File: config.mk
export PLATFORM = sky130hd
export DESIGN_NAME = sm83_alu_flags_unit
export DESIGN_NICKNAME = d
export VERILOG_FILES = /design/src/hdl/sm83_alu_pkg.sv /design/src/hdl/sm83_alu_flags_unit.sv
export VERILOG_INCLUDE_DIRS = /design/src /design/src/hdl
export SDC_FILE = /design/constraint.sdc
export NUM_CORES = 1
export LEC_CHECK = 0
export ABC_AREA = 1
export BUFFER_PORTS_ARGS = -buffer_cell sky130_fd_sc_hd__buf_2
export CAP_MARGIN = 20
export CORE_MARGIN = 4
export CORE_UTILIZATION = 51
export CTS_CLUSTER_DIAMETER = 50
export CTS_CLUSTER_SIZE = 30
export DETAILED_ROUTE_END_ITERATION = 7
export MAX_ROUTING_LAYER = met4
export PLACE_DENSITY_LB_ADDON = 0.1
export SLEW_MARGIN = 10
export SYNTH_ARGS = -nofsm -noshare
export SYNTH_HDL_FRONTEND = slang
export SYNTH_SLANG_ARGS = --single-unit
File: constraint.sdc
create_clock -name i_clk -period 7.1 [get_ports i_clk]
set_input_delay 0 -clock i_clk [delete_from_list [all_inputs] [get_ports i_clk]]
set_output_delay 0 -clock i_clk [all_outputs]
set_load 0.005 [all_outputs]
File: src/hdl/assert_macros.svh
// Assertion macros for the sm83 execution unit.
`ifndef ASSERT_MACROS_SVH
`define ASSERT_MACROS_SVH

// Check a property while out of reset.
`define SM_ASSERT(label, clk, rst_n, prop, msg) \
    label: assert property (@(posedge clk) disable iff (!rst_n) prop) else $error(msg);

// Check a property at every edge, reset included.
`define SM_ASSERT_ALWAYS(label, clk, prop, msg) \
    label: assert property (@(posedge clk) prop) else $error(msg);

`endif

File: src/hdl/sm83_alu_pkg.sv
`default_nettype none

package sm83_alu_pkg;

    localparam int unsigned OpW   = 4;
    localparam int unsigned SubW  = 3;
    localparam int unsigned ByteW = 8;
    localparam int unsigned WordW = 16;
    localparam int unsigned FlagW = 4;

    localparam int unsigned InUserW  = OpW + SubW;
    localparam int unsigned InDataW  = 56;
    localparam int unsigned OutDataW = 32;

    typedef enum logic [OpW-1:0] {
        OP_ALU8     = 4'd0,
        OP_SHIFT    = 4'd1,
        OP_BITTEST  = 4'd2,
        OP_BITRESET = 4'd3,
        OP_BITSET   = 4'd4,
        OP_INC      = 4'd5,
        OP_DEC      = 4'd6,
        OP_DAA      = 4'd7,
        OP_ROTACC   = 4'd8,
        OP_CPL      = 4'd9,
        OP_SCF      = 4'd10,
        OP_CCF      = 4'd11,
        OP_ADD16    = 4'd12,
        OP_ADDSPOFF = 4'd13
    } t_op;

    typedef enum logic [SubW-1:0] {
        ALU_ADD = 3'd0,
        ALU_ADC = 3'd1,
        ALU_SUB = 3'd2,
        ALU_SBC = 3'd3,
        ALU_AND = 3'd4,
        ALU_XOR = 3'd5,
        ALU_OR  = 3'd6,
        ALU_CP  = 3'd7
    } t_alu_op;

    typedef enum logic [SubW-1:0] {
        SH_RLC  = 3'd0,
        SH_RRC  = 3'd1,
        SH_RL   = 3'd2,
        SH_RR   = 3'd3,
        SH_SLA  = 3'd4,
        SH_SRA  = 3'd5,
        SH_SWAP = 3'd6,
        SH_SRL  = 3'd7
    } t_shift_op;

    // Flag bit positions
    localparam int unsigned FlagZ = 3;
    localparam int unsigned FlagN = 2;
    localparam int unsigned FlagH = 1;
    localparam int unsigned FlagC = 0;

    localparam logic [ByteW-1:0] DaaLimit = 8'h99;
    localparam logic [3:0]       DaaDigit = 4'd9;

endpackage

`default_nettype wire

File: src/hdl/sm83_alu_flags_unit.sv
// Path: each input beat passes through the input register, then the result register.
// Throughput: one beat per cycle; the single pass between the two registers sets it.
// Backpressure stalls both stages together once both hold a beat; while the input
// register is empty a held result does not block the input stage.
// Reset: synchronous, active low; clears both stage valids, payload registers are not reset.
`default_nettype none
`include "assert_macros.svh"

module sm83_alu_flags_unit
    import sm83_alu_pkg::*;
(
    input  wire logic                i_clk,
    input  wire logic                i_rst_n,
    input  wire logic                i_s_tvalid,
    output      logic                o_s_tready,
    // operand_a, operand_b, flags_in, word_a, word_b, zero pad
    input  wire logic [InDataW-1:0]  i_s_tdata,
    // operation, sub_op
    input  wire logic [InUserW-1:0]  i_s_tuser,
    output      logic                o_m_tvalid,
    input  wire logic                i_m_tready,
    // result_byte, result_word, flags_out, write_back, zero pad
    output      logic [OutDataW-1:0] o_m_tdata
);

    logic              r_v1;
    t_op               r_op;
    logic [SubW-1:0]   r_sub;
    logic [ByteW-1:0]  r_a;
    logic [ByteW-1:0]  r_b;
    logic [FlagW-1:0]  r_flags;
    logic [WordW-1:0]  r_wa;
    logic [WordW-1:0]  r_wb;

    logic              r_v2;
    logic [ByteW-1:0]  r_res_byte;
    logic [WordW-1:0]  r_res_word;
    logic [FlagW-1:0]  r_res_flags;
    logic              r_res_wb;

    logic [ByteW-1:0]  n_byte;
    logic [WordW-1:0]  n_word;
    logic [FlagW-1:0]  n_flags;
    logic              n_wb;

    logic              en1;
    logic              en2;

    logic              cin;
    logic              add_cin;
    logic              sub_cin;
    logic [ByteW:0]    add_sum;
    logic [4:0]        add_half;
    logic [ByteW:0]    sub_sum;
    logic [4:0]        sub_half;
    logic [ByteW-1:0]  inc_res;
    logic [ByteW-1:0]  dec_res;
    logic [ByteW-1:0]  bit_mask;
    logic [ByteW:0]    sh_out;
    logic [ByteW:0]    rot_out;
    logic              daa_hi;
    logic              daa_lo;
    logic [ByteW-1:0]  daa_adj;
    logic [ByteW-1:0]  daa_res;
    logic [WordW:0]    w_sum;
    logic [12:0]       w_half;
    logic [WordW-1:0]  sp_sum;
    logic [4:0]        sp_half;
    logic [ByteW:0]    sp_carry;

    function automatic logic [ByteW:0] shift_byte(
        input logic [SubW-1:0]  kind,
        input logic [ByteW-1:0] a,
        input logic             c_in
    );
        logic [ByteW:0] res;
        case (kind)
            SH_RLC:  res = {a[7], a[6:0], a[7]};
            SH_RRC:  res = {a[0], a[0], a[7:1]};
            SH_RL:   res = {a[7], a[6:0], c_in};
            SH_RR:   res = {a[0], c_in, a[7:1]};
            SH_SLA:  res = {a[7], a[6:0], 1'b0};
            SH_SRA:  res = {a[0], a[7], a[7:1]};
            SH_SWAP: res = {1'b0, a[3:0], a[7:4]};
            SH_SRL:  res = {a[0], 1'b0, a[7:1]};
            default: res = '0;
        endcase
        return res;
    endfunction

    assign en2        = !r_v2 || i_m_tready;
    assign en1        = !r_v1 || en2;
    assign o_s_tready = en1;
    assign o_m_tvalid = r_v2;
    assign o_m_tdata  = {3'b000, r_res_wb, r_res_flags, r_res_word, r_res_byte};

    always_ff @(posedge i_clk) begin
        if (!i_rst_n) begin
            r_v1 <= 1'b0;
            r_v2 <= 1'b0;
        end else begin
            if (en1) begin
                r_v1 <= i_s_tvalid;
            end
            if (en2) begin
                r_v2 <= r_v1;
            end
        end
    end

    always_ff @(posedge i_clk) begin
        if (en1 && i_s_tvalid) begin
            r_op    <= t_op'(i_s_tuser[OpW-1:0]);
            r_sub   <= i_s_tuser[OpW+SubW-1:OpW];
            r_a     <= i_s_tdata[7:0];
            r_b     <= i_s_tdata[15:8];
            r_flags <= i_s_tdata[19:16];
            r_wa    <= i_s_tdata[35:20];
            r_wb    <= i_s_tdata[51:36];
        end
        if (en2 && r_v1) begin
            r_res_byte  <= n_byte;
            r_res_word  <= n_word;
            r_res_flags <= n_flags;
            r_res_wb    <= n_wb;
        end
    end

    assign cin      = r_flags[FlagC];
    assign add_cin  = (r_sub == ALU_ADC) && cin;
    assign sub_cin  = (r_sub == ALU_SBC) ? !cin : 1'b1;
    assign add_sum  = {1'b0, r_a} + {1'b0, r_b} + {8'd0, add_cin};
    assign add_half = {1'b0, r_a[3:0]} + {1'b0, r_b[3:0]} + {4'd0, add_cin};
    assign sub_sum  = {1'b0, r_a} + {1'b0, ~r_b} + {8'd0, sub_cin};
    assign sub_half = {1'b0, r_a[3:0]} + {1'b0, ~r_b[3:0]} + {4'd0, sub_cin};
    assign inc_res  = r_a + 8'd1;
    assign dec_res  = r_a - 8'd1;
    assign bit_mask = 8'd1 << r_sub;
    assign sh_out   = shift_byte(r_sub, r_a, cin);
    assign rot_out  = shift_byte({1'b0, r_sub[1:0]}, r_a, cin);

    assign daa_hi  = ((r_a > DaaLimit) && !r_flags[FlagN]) || r_flags[FlagC];
    assign daa_lo  = ((r_a[3:0] > DaaDigit) && !r_flags[FlagN]) || r_flags[FlagH];
    assign daa_adj = {1'b0, daa_hi, daa_hi, 2'b00, daa_lo, daa_lo, 1'b0};
    assign daa_res = r_flags[FlagN] ? (r_a - daa_adj) : (r_a + daa_adj);

    assign w_sum    = {1'b0, r_wa} + {1'b0, r_wb};
    assign w_half   = {1'b0, r_wa[11:0]} + {1'b0, r_wb[11:0]};
    assign sp_sum   = r_wa + {{8{r_b[7]}}, r_b};
    assign sp_half  = {1'b0, r_wa[3:0]} + {1'b0, r_b[3:0]};
    assign sp_carry = {1'b0, r_wa[7:0]} + {1'b0, r_b};

    always_comb begin
        n_byte  = '0;
        n_word  = '0;
        n_flags = r_flags;
        n_wb    = 1'b1;
        case (r_op)
            OP_ALU8: begin
                n_byte = r_a;
                case (r_sub)
                    ALU_ADD, ALU_ADC: begin
                        n_byte  = add_sum[7:0];
                        n_flags = {add_sum[7:0] == 8'd0, 1'b0, add_half[4], add_sum[8]};
                    end
                    ALU_SUB, ALU_SBC: begin
                        n_byte  = sub_sum[7:0];
                        n_flags = {sub_sum[7:0] == 8'd0, 1'b1, !sub_half[4], !sub_sum[8]};
                    end
                    ALU_CP: begin
                        n_wb    = 1'b0;
                        n_flags = {sub_sum[7:0] == 8'd0, 1'b1, !sub_half[4], !sub_sum[8]};
                    end
                    ALU_AND: begin
                        n_byte  = r_a & r_b;
                        n_flags = {(r_a & r_b) == 8'd0, 3'b010};
                    end
                    ALU_XOR: begin
                        n_byte  = r_a ^ r_b;
                        n_flags = {(r_a ^ r_b) == 8'd0, 3'b000};
                    end
                    default: begin
                        n_byte  = r_a | r_b;
                        n_flags = {(r_a | r_b) == 8'd0, 3'b000};
                    end
                endcase
            end
            OP_SHIFT: begin
                n_byte  = sh_out[7:0];
                n_flags = {sh_out[7:0] == 8'd0, 2'b00, sh_out[8]};
            end
            OP_BITTEST: begin
                n_byte  = r_a;
                n_wb    = 1'b0;
                n_flags = {(r_a & bit_mask) == 8'd0, 2'b01, cin};
            end
            OP_BITRESET: n_byte = r_a & ~bit_mask;
            OP_BITSET:   n_byte = r_a | bit_mask;
            OP_INC: begin
                n_byte  = inc_res;
                n_flags = {inc_res == 8'd0, 1'b0, inc_res[3:0] == 4'h0, cin};
            end
            OP_DEC: begin
                n_byte  = dec_res;
                n_flags = {dec_res == 8'd0, 1'b1, dec_res[3:0] == 4'hf, cin};
            end
            OP_DAA: begin
                n_byte  = daa_res;
                n_flags = {daa_res == 8'd0, r_flags[FlagN], 1'b0, daa_hi};
            end
            OP_ROTACC: begin
                n_byte  = rot_out[7:0];
                n_flags = {3'b000, rot_out[8]};
            end
            OP_CPL: begin
                n_byte  = ~r_a;
                n_flags = r_flags | 4'b0110;
            end
            OP_SCF: begin
                n_byte  = r_a;
                n_flags = {r_flags[FlagZ], 3'b001};
            end
            OP_CCF: begin
                n_byte  = r_a;
                n_flags = {r_flags[FlagZ], 2'b00, !cin};
            end
            OP_ADD16: begin
                n_word  = w_sum[15:0];
                n_flags = {r_flags[FlagZ], 1'b0, w_half[12], w_sum[16]};
            end
            OP_ADDSPOFF: begin
                n_word  = sp_sum;
                n_flags = {2'b00, sp_half[4], sp_carry[8]};
            end
            default: n_wb = 1'b0;
        endcase
    end

    `SM_ASSERT_ALWAYS(a_reset_empties, i_clk, !i_rst_n |=> !o_m_tvalid,
        "result valid straight after reset")
    `SM_ASSERT(a_stage1_holds, i_clk, i_rst_n,
        (r_v1 && r_v2 && !i_m_tready) |=> (r_v1 && $stable(r_a) && $stable(r_op)),
        "input stage lost or changed a beat while the result stalled")
    `SM_ASSERT(a_word_ops_no_byte, i_clk, i_rst_n,
        (en2 && r_v1 && (r_op == OP_ADD16 || r_op == OP_ADDSPOFF)) |=> (r_res_byte == 8'd0),
        "word operation left a byte result")
    `SM_ASSERT(a_cp_no_write, i_clk, i_rst_n,
        (en2 && r_v1 && r_op == OP_ALU8 && r_sub == ALU_CP) |=> !r_res_wb,
        "compare wrote back")

endmodule

`default_nettype wire

; ---- Yosys cells after proc, flatten, opt, wreduce, memory -nomap -nowiden
; Index checks and enable logic that the tools add are counted.
; Widths: inputs -> output; s select.
[word_totals]
reg_bits = 90
in_bits = 67
output_inout_bits = 34
word_cells = 112
[classes]
addsub = 17
n_lt_le_gt_ge = 2
eq_ne = 24
shifts = 1
mux = 11
bitwise = 10
n_reduce_logical = 34
[ops]
columns = operator, count
row1 = $logic_not 8->1, 10
row2 = $pmux 8 s10, 1
row3 = $pmux 9 s8, 1
row4 = $pmux 4 s12, 1
row5 = $pmux 8 s5, 1
row6 = $pmux 9 s4, 1
row7 = $pmux 16 s2, 1
row8 = $eq 4x4->1 const B, 7
row9 = $add 8x8->9, 3
row10 = $and 8x8->8, 3
row11 = $not 8->8, 3
row12 = $add 9x1->9, 2
row13 = $add 16x16->17, 1
row14 = $add 16x16->16, 1
row15 = $eq 4x3->1 const B, 4
row16 = $or 8x8->8, 2
row17 = $pmux 4 s4, 1
row18 = $add 4x4->5, 3
row19 = $add 12x12->13, 1
row20 = $eq 3x3->1 const B, 4
row21 = $reduce_or 12->1, 1
row22 = $add 5x1->5, 2
row23 = $add 8x1->8 const B, 1
row24 = $add 8x7->8, 1
row25 = other kinds (24), 43

; ---- Depth between registers and ports, before layout
[logic_depth]
word_depth = 7
mapped_depth = 20
mapped_depth_nobuf = 19

; ---- Worst setup path before layout
; OpenSTA, ideal clock, no wires.
[synth_path]
path_type = reg2reg
from = register r_a[1]
to = register r_res_flags[3] (data pin)
setup_ps = 261
arrival_time_ps = 2997
required_ps = 6839
slack_ps = 3842
stages_incl_launch_ff = 20
n_path_buf = 1
period_less_slack_ps = 3258
path_cell_list = edfxtp_1 buf_2 inv_1 ha_1 nand2_1 nand3_1 nand3_1 a31oi_1 ha_1 nand2_1 nand2_1 ha_1 nand2_1 inv_1 nand4_1 o211ai_1 xor2_1 nor2_1 nor2_1 nand3_1
[synth_via]
elab_chain_len = 7
elab_cells_between_ends = 32
cone_classes = add/sub: 8 / order compare: 2 / mux: 4 / bitwise: 4 / reduce/logical: 14
[synth_rtl]
columns = item, line_no
row1 = "start, declared", sm83_alu_flags_unit.sv:29  ; logic [ByteW-1:0] r_a;
row2 = "start signal, assigned", sm83_alu_flags_unit.sv:115  ; r_a <= i_s_tdata[7:0];
row3 = branches (longest 6 deep; another with $add 8x8->9), n/a
row4 = $pmux 4 s12 *, sm83_alu_flags_unit.sv:158  ; case (r_op)
row5 = net n_flags[3], sm83_alu_flags_unit.sv:43  ; logic [FlagW-1:0] n_flags;
row6 = "end signal, assigned", sm83_alu_flags_unit.sv:124  ; r_res_flags <= n_flags;
row7 = "end, declared", sm83_alu_flags_unit.sv:38  ; logic [FlagW-1:0] r_res_flags;
; Mark *: on every way through the listed nets, which the timed path passes.
; A chain may end at the register's enable or synchronous reset.

; ---- Worst setup path after layout
[layout_path]
from = register r_a[1]
to = register r_res_byte[7] (data pin)
[layout_via]
elab_chain_len = 6
elab_cells_between_ends = 17
cone_classes = add/sub: 8 / order compare: 2 / mux: 3 / reduce/logical: 4
[layout_rtl]
columns = item, line_no
row1 = branches (longest 5 deep; another with $add 8x8->9), n/a
row2 = $pmux 8 s10 *, sm83_alu_flags_unit.sv:158
row3 = net n_byte[7], sm83_alu_flags_unit.sv:41  ; logic [ByteW-1:0] n_byte;
row4 = "end signal, assigned", sm83_alu_flags_unit.sv:122  ; r_res_byte <= n_byte;
row5 = "end, declared", sm83_alu_flags_unit.sv:36  ; logic [ByteW-1:0] r_res_byte;
; Marks and branches as above.

==> summary.md <==
| Metric | Value |
|---|---|
| Vias per std cell | ~6 |
| Outcome | finished clean |
| Worst EP arrival | 4.23 ns |
| Library cells used by synthesis | 45 |
| DIE WIDTH | 132 um |
| Fin. Hold Viols | 0 |
| Async set-or-reset flop fraction in the synthesized netlist | 0% |
| Antenna violations before repair | 0 |
| Netlist Area Pre-Place | 7820 sq um |
| Worst Skew | 0.0163 ns |
| Vias in the first global route | 7620 |
| Dominant cell type by area after synthesis | edfxtp_1 |
| Total Wirelength | approximately 26000 um |
| Final slew viol count | 0 |
| CP Cell Sequence | inv_1 > ha_1 > nand2_1 > nand3_1 > nand3_1 > a31oi_1 > ha_1 > nand2_1 > nand2_1 > ha_1 > nand2_1 > inv_1 > nand4_1 > o211ai_1 > xor2_1 > nand2_1 > nand2_1 > nor2_1 > o21ai_1 |
| Worst Hold Class | input pin to flip-flop |
| Most frequent CP cell | nand2_1 |
| Worst Path Buf+Inv | 2 |
| GRT overflow | 0 |
| Clk root buf | clkbuf_16 |
| Die area | roughly 17000 sq um |
| Via count | 8098 |
| #FFs+latches synth | 90 |
| Minimum clock period | 4.13 ns |
| CP delay by family, top | adder cells |
| Setup_tns | 0 ns |
| Largest net degree at the start of global routing | 55 |
| Max incr delay on CP | 0.70 ns |
| Clock Latency Late Sink | ~0.36 ns |
| DR WL/cell | 18.9 um |
| Core Box Area | 14800 sq um |
| CTS hold repair buffers | 63 |
| Maximum clock path buffer count | 2 |
| Peak VDD IR | ~0.00014 V |
| RSZ-0062 raised after global routing | no |
| Max cap viols | 0 |
| Number of clock sinks | 90 |
| Die Ht | 132 um |
| Pwr per Cell Area | 172 nW/um^2 |
| DRT Pass-1 Iters | 8 |
| Top post-synthesis cells by count | 274 x nand2_1, 108 x inv_1, 102 x nor2_1 |
| Worst path slowest cell | edfxtp_1 |
| First-pass GRT wire length | 40600 um |
| Final nets | 1342 |
| # IOs | 101 |
| Worst Setup End Kind | flip-flop |
| Fmax | between 200 and 250 MHz |
| Crit Path Category | flip-flop to flip-flop |
| Synth Instances | ~1100 |
| Final GP Congestion | 0.996 |
| Share of cells above drive strength 1 | around 11% |
| HPWL Detailed | 19200 um |
| Layout area overhead | 19.3% |
| Synth area leaders | edfxtp_1 34%, nand2_1 13%, ha_1 11% |
| Worst-Margin Slew | 0.975 ns |
| Design area | 9330 sq um |
| Yosys warnings | 0 |
| Drt drc | 0 |
| Clk slew on worst S/H paths | approximately 0.080 ns |
| EDFF count, synth | 88 |
| Post-placement cell count | 1310 |
| Final ANT Viol Nets | 0 |
| CTS tree | done |
| Initial DRC count | 1061 |
| Layout Cells excl Fill | approximately 1400 |
| Cts repair resizes | 0 |
| Initial Util | 53.0% |
| Critical Path RT | 7.20 ns |
| Setup repair bufs after CTS | 0 |
| H-Tree Depth | 3 |
| Most common flop cell mapped by yosys | edfxtp_1 |
| PortBufs | 93 |
| Placed cell areas | 8390 sq um |
| Avg Synthesized Cell Area | 7.40 sq um |
| N_diodes | 0 |
| Layout fillers | 1362 |
| Site Rows | 44 |
| Worst setup SP type | flip-flop |
| Pleak | 4.37 nW |
| Post-synthesis sequential area ratio | approximately 34% |
| Top-area cell type share of the netlist area | 33.8% |
| Global-route usage over all layers | 30.4% |
| CTS Buf Count | 9 |
| CP max FO | 15 |
| Total chip power | 1.61 mW |
| Tcrit/Tclk final | 58.1% |
| Most instantiated library cell after synthesis | nand2_1 |
| Max_slew headroom | 34.7% |
| Setup violations, final | 0 |
## kinds of logic after synthesis
kind of cell | share of synthesized area [%]
AOI/OAI and AO/OA | 14.6
xor gates and xnor gates | 2.13
adders and majority gates | 12.5
buffers and inverters | 7.81
DFF | 34.3
other | 0.0480
and+or+nand+nor | 28.6
## worst register-to-register path, stage by stage (launching register included)
cell,delay [ns]
edfxtp_1,0.70
inv_1,0.51
ha_1,0.38
nand2_1,0.11
nand3_1,0.11
nand3_1,0.07
a31oi_1,0.35
ha_1,0.31
nand2_1,0.07
nand2_1,0.05
ha_1,0.33
nand2_1,0.11
inv_1,0.05
nand4_1,0.07
o211ai_1,0.11
xor2_1,0.17
nand2_1,0.08
nand2_1,0.07
nor2_1,0.11
o21ai_1,0.10
## power breakdown
part           total [mW]  leakage, nW  internal [mW]  switching, mW
Clock               0.493        0.143          0.248          0.245
Sequential          0.657        0.879          0.621         0.0362
Combinational       0.456         3.35          0.171          0.285
Total                1.61         4.37           1.04          0.566
## stage by stage
stage,worst slack [ns],hold WS (ns),utilization (%)
after detailed placement,3.11,0.178,56.9
final,2.97,0.257,63.2
after CTS,3.07,0.247,63.2
after global placement,3.08,0.176,56.9
after global routing,2.80,0.276,63.2
after floorplan,3.84,0.0989,-
## worst paths after layout
check	startpoint	end	slack, ns	cells past startpoint
setup / recovery	r_a[1]	r_res_byte[7]	2.97	19
hold reg to reg	r_flags[3]	r_res_flags[3]	0.61	2
hold / removal	i_m_tready	r_res_word[6]	0.26	3
setup reg to reg	r_a[1]	r_res_byte[7]	2.97	19
## cells in the final DEF, fill, tap and decap left out, types with 6 or more instances in the layout
cell type / n
inv_1: 107
nor2_1: 102
o21ai_0: 63
clkbuf_16: 9
xor2_1: 12
a211oi_1: 9
nor3_1: 13
nand2_1: 274
dlygate4sd3_1: 63
a21oi_1: 77
edfxtp_1: 88
fa_1: 7
xnor2_1: 7
nand4_1: 20
ha_1: 67
nand3_1: 91
inv_2: 6
buf_2: 93
o22ai_1: 14
## layout make-up
cell class	instances	area (sq um)	area share [%]
clock buffers	9	225	2.41
clock inverters	7	72.6	0.778
inverters	117	439	4.71
multi-input cells	822	4540	48.7
flip-flops and latches	90	2680	28.8
well taps	184	230	2.47
repair buffers	161	1130	12.2
## state kept, by name, indices dropped and copies added, names as in the netlist, 3 cells and up
name         cells
r_res_word      16
r_wa            16
r_wb            16
r_a              8
r_b              8
r_res_byte       8
r_flags          4
r_op             4
r_res_flags      4
r_sub            3
## per-layer routing
| metal | vias to the layer above | share of wire, % | track usage (%) |
|---|---|---|---|
| met3 | 65 | 11 | 8.17 |
| met1 | 3695 | 44 | 41.5 |
| met4 | 0 | 2.5 | 9.68 |
| met2 | 443 | 43 | 44.1 |
| met5 | - | 0 | - |
| li1 | 3895 | - | - |
Power figures use the tool's default switching activity.
